[src/rtl/core/scpl_pkg.sv]
// Shared constants, types and PLRU helper functions for the snooping tag store.
`timescale 1ns / 1ps

package scpl_pkg;

  // Cache geometry
  localparam int SET_COUNT  = 128;
  localparam int LINE_BYTES = 32;
  localparam int WAY_COUNT  = 8;

  localparam int ADDR_W = 32;
  localparam int OFS_W  = $clog2(LINE_BYTES);
  localparam int SET_W  = $clog2(SET_COUNT);
  localparam int TAG_W  = ADDR_W - OFS_W - SET_W;
  localparam int WAY_W  = $clog2(WAY_COUNT);
  localparam int PLRU_W = WAY_COUNT - 1;
  localparam int CNT_W  = WAY_W + 1;
  localparam int LINE_COUNT = SET_COUNT * WAY_COUNT;

  // Field widths on the ports
  localparam int REQ_W   = 2;
  localparam int OWNER_W = 3;
  localparam int IN_DATA_W  = 40;
  localparam int OUT_DATA_W = 8;

  // Configuration port
  localparam int CFG_AW = 3;
  localparam int CFG_DW = 32;
  localparam logic REG_OWN_ID = 1'b0;

  // Request kinds
  localparam logic [REQ_W-1:0] REQ_CPU_RD   = 2'd0;
  localparam logic [REQ_W-1:0] REQ_CPU_WR   = 2'd1;
  localparam logic [REQ_W-1:0] REQ_SNOOP_RD = 2'd2;
  localparam logic [REQ_W-1:0] REQ_SNOOP_WR = 2'd3;

  typedef enum logic [1:0] {
    ST_CLEAR,
    ST_IDLE,
    ST_LOOKUP,
    ST_UPDATE
  } scpl_state_t;

  typedef struct packed {
    logic             hit;
    logic [WAY_W-1:0] way;
    logic             bus_rdx_request;
    logic             invalidated;
  } scpl_result_t;

  // Walk the tree away from the most recently used side.
  function automatic logic [WAY_W-1:0] plru_victim(input logic [PLRU_W-1:0] bits);
    logic [WAY_W-1:0] v;
    if (!bits[0]) begin
      if (!bits[1]) v = bits[3] ? 3'd1 : 3'd0;
      else          v = bits[4] ? 3'd3 : 3'd2;
    end else begin
      if (!bits[2]) v = bits[5] ? 3'd5 : 3'd4;
      else          v = bits[6] ? 3'd7 : 3'd6;
    end
    return v;
  endfunction

  // Point the tree bits along the path to the given way away from it.
  function automatic logic [PLRU_W-1:0] plru_touch(input logic [PLRU_W-1:0] bits,
                                                   input logic [WAY_W-1:0] w);
    logic [PLRU_W-1:0] b;
    case (w)
      3'd0:    b = bits | 7'h0B;
      3'd1:    b = (bits | 7'h03) & 7'h77;
      3'd2:    b = (bits | 7'h11) & 7'h7D;
      3'd3:    b = (bits | 7'h01) & 7'h6D;
      3'd4:    b = (bits | 7'h24) & 7'h7E;
      3'd5:    b = (bits | 7'h04) & 7'h5E;
      3'd6:    b = (bits | 7'h40) & 7'h7A;
      default: b = bits & 7'h3A;
    endcase
    return b;
  endfunction

  // Lowest set bit of a way mask.
  function automatic logic [WAY_W-1:0] first_way(input logic [WAY_COUNT-1:0] mask);
    logic [WAY_W-1:0] f;
    f = '0;
    for (int i = WAY_COUNT - 1; i >= 0; i--) begin
      if (mask[i]) f = WAY_W'(i);
    end
    return f;
  endfunction

endpackage

[src/rtl/core/scpl_cfg.sv]
// APB-style configuration register holding the cache's own identifier.
`timescale 1ns / 1ps

module scpl_cfg (
  input  logic                        clk,
  input  logic                        rst_n,
  input  logic                        psel,
  input  logic                        penable,
  input  logic                        pwrite,
  input  logic [scpl_pkg::CFG_AW-1:0] paddr,
  input  logic [scpl_pkg::CFG_DW-1:0] pwdata,
  output logic [scpl_pkg::CFG_DW-1:0] prdata,
  output logic                        pready,
  output logic [scpl_pkg::OWNER_W-1:0] own_id
);
  import scpl_pkg::*;

  logic [OWNER_W-1:0] own_id_r;
  logic [OWNER_W-1:0] own_id_nxt;
  logic               wr_en;

  assign pready = 1'b1;
  assign wr_en  = psel && penable && pwrite && pready && (paddr[2] == REG_OWN_ID);

  always_comb begin
    own_id_nxt = own_id_r;
    if (wr_en) own_id_nxt = pwdata[OWNER_W-1:0];
  end

  always_ff @(posedge clk) begin
    if (!rst_n) begin
      own_id_r <= '0;
    end else begin
      own_id_r <= own_id_nxt;
    end
  end

  always_comb begin
    prdata = '0;
    if (paddr[2] == REG_OWN_ID) prdata = CFG_DW'(own_id_r);
  end

  assign own_id = own_id_r;

endmodule

[config.mk]
export PLATFORM = sky130hd
export DESIGN_NAME = scpl_cfg
export DESIGN_NICKNAME = d
export VERILOG_FILES = /design/src/rtl/core/scpl_pkg.sv /design/src/rtl/core/scpl_cfg.sv
export SDC_FILE = /design/constraint.sdc
export NUM_CORES = 1
export LEC_CHECK = 0
export BUFFER_PORTS_ARGS = -buffer_cell sky130_fd_sc_hd__buf_4
export CAP_MARGIN = 15
export CORE_MARGIN = 1.5
export CORE_UTILIZATION = 26
export DETAILED_ROUTE_END_ITERATION = 10
export GPL_TIMING_DRIVEN = 0
export PLACE_DENSITY = 0.83
export SETUP_SLACK_MARGIN = 0.4
export SYNTH_ARGS = -nofsm -noshare
export SYNTH_HDL_FRONTEND = slang
export SYNTH_SLANG_ARGS = --single-unit
[constraint.sdc]
create_clock -name clk -period 1.5 [get_ports clk]
set_clock_uncertainty 0.05 [all_clocks]
set_input_delay 0.15 -clock clk [delete_from_list [all_inputs] [get_ports clk]]
set_output_delay 0.15 -clock clk [all_outputs]
set_load 0.03 [all_outputs]
==> reports/qor.csv <==
metric;value;unit
rows;13;
setup_tns;0;ns
hold_ws;0.127;ns
rr_startpoint;own_id[1];
cts_buffer_depth;2;
worstPathRequired;1.30;ns
path_max_fanout;3;
hold_path.startpoint;pwdata[0];
setup_viol;0;
max_clock_freq;0.933;GHz
cts_tree;done;
crit_family;flip-flops;
largest_reg_flops;3;
p_int;0.000257;W
drv_cap;0;
drv_slew;0;
clkTransAtPathRegs;0.04;ns
ys_seq_elements;3;
wl_per_cell;6.60;um
dpl-instance-area;616;sq um
area_growth;69.9;%
die_w;41.6;um
leakagePower;0.419;nW
reg2reg_to;own_id[1];
clk_latency;0.23;ns
syn-cell-area;387;sq um
holdPathStages;3;
cp-start-kind;flop;
status;finished clean;
dieArea;1730;sq um
post-cts-setup-buffers;0;
drive_gt1_frac;0.568;
h-tree-depth;1;
seqPwrFrac;0.197;
first_global_vias;246;
crit_chain;and2b_2 -> buf_6;
ios;76;
final_util;0.487;
critical_path.endpoint_type;primary output;
worst-path-buf-inv;1;
rsz0062_at_grt;no;
grt_max_degree;7;
wl;726;um
antenna_found_initial;0;
portBuffers;14;
p_switching;0.000168;W
ys_seq_area_frac;0.155;
max_stage_delay;0.32;ns
worstPathArrival;0.87;ns
grt_usage;0.0815;
worst-r2r-setup-slack;0.87;ns
antenna_cells;0;
fin_crit_sh;0.715;
drtIter0Drc;1;
cts_root_buffer;clkbuf_4;
clockPowerShare;0.336;
crit_path_top_delay_cell;dfxtp_2;
p_comb_frac;0.467;
ys_types;8;
nNetsFinal;136;
drc;0;
hold_viol;0;
cts_buffers;3;
viasPerCell;3.05;
coreArea;1350;sq um
yosysWarnings;0;
critPathLaunch;own_id[2];
critPathKind;reg -> out;
min_period;1.07;ns
whs_endpoint;own_id[0];
final_common_cell;buf_4;
rr_worst_depth;2;
initial_core_util;0.286;
hp-class;in -> reg;
cts_sinks;3;
gr-total-overflow;0;
place_congestion;0.738;
p_sw_frac;0.395;
powerDensity;646;nW/um^2
vias;335;
antenna_left;0;
fin_area;657;sq um
mostFrequentLayoutCells;buf_4 (41), conb_1 (30), nand2_1 (6);
syn_area_per_cell;7.89;sq um
synthCells;49;
grt_pass1_wl;1040;um
dr.pass1.iters;2;
irDropWorstVdd;0.198;mV
die_h;41.6;um
cells by family (layout without fill, tap and decap cells):
family,count (synthesis),count (layout),synth area share
buf+inv,31,49,0.595
flops,3,3,0.155
other cells,2,30,0.0194
simple gates,10,10,0.152
mux,3,3,0.0777
layout make-up:
cell class	instances	area (sq um)
Buffer	31	230
Clock buffer	4	26.3
Fill cell	139	693
Multi-Input combinational cell	43	201
Sequential cell	3	63.8
Tap cell	15	18.8
Timing Repair Buffer	14	116
worst min-delay path: stages:
cell,delay (ns)
buf_4,0.11
nand2_1,0.05
mux2i_1,0.06
metal layers:
layer  share of wire  global-route usage
met5               0                   0
met2            0.57               0.163
met1            0.27              0.0525
met3            0.16              0.0565
met4               0              0.0387
worst max-delay path by stage:
stage | endpoint | slack [ns] | cells after the start
floorplan | prdata[0] | 0.52 | 1
global placement | own_id[2] | 0.56 | 4
detailed placement | own_id[1] | 0.52 | 4
CTS | prdata[1] | 0.41 | 2
global route | prdata[0] | 0.40 | 2
finish | prdata[2] | 0.43 | 2
Yosys cell counts, drive strengths merged:
library cell / n / share of area
buf: 31 / 0.60
nand2: 6 / 0.058
and2b: 3 / 0.068
dfxtp: 3 / 0.16
mux2i: 3 / 0.078
conb: 2 / 0.019
and4b: 1 / 0.026
power by group through the flow:
stage          Sequential, W  Combinational, W  Clock [W]
3_5_place_dp       0.0000846          0.000194          0
3_3_place_gp       0.0000844          0.000193          0
2_1_floorplan      0.0000877          0.000167          0
6_report           0.0000835          0.000198   0.000143
5_1_grt            0.0000838          0.000208   0.000152
4_1_cts            0.0000832          0.000195   0.000146
through the flow:
| stage | cells | worst slack [ns] | total power [W] |
|---|---|---|---|
| after floorplan | 77 | 0.516 | 0.000255 |
| after global routing | 110 | 0.404 | 0.000444 |
| final | 110 | 0.428 | 0.000424 |
| after global placement | 106 | 0.564 | 0.000277 |
| after CTS | 110 | 0.406 | 0.000424 |
| after detailed placement | 106 | 0.516 | 0.000279 |
timing repair:
item / in CTS / in global routing
endpoints found under the hold margin: 0 / 0
setup endpoints to repair: 2 / 3
hold buffers: 0 / 0
gates resized for setup: 2 / 4
Note: power is estimated with default switching activity, not from simulation.
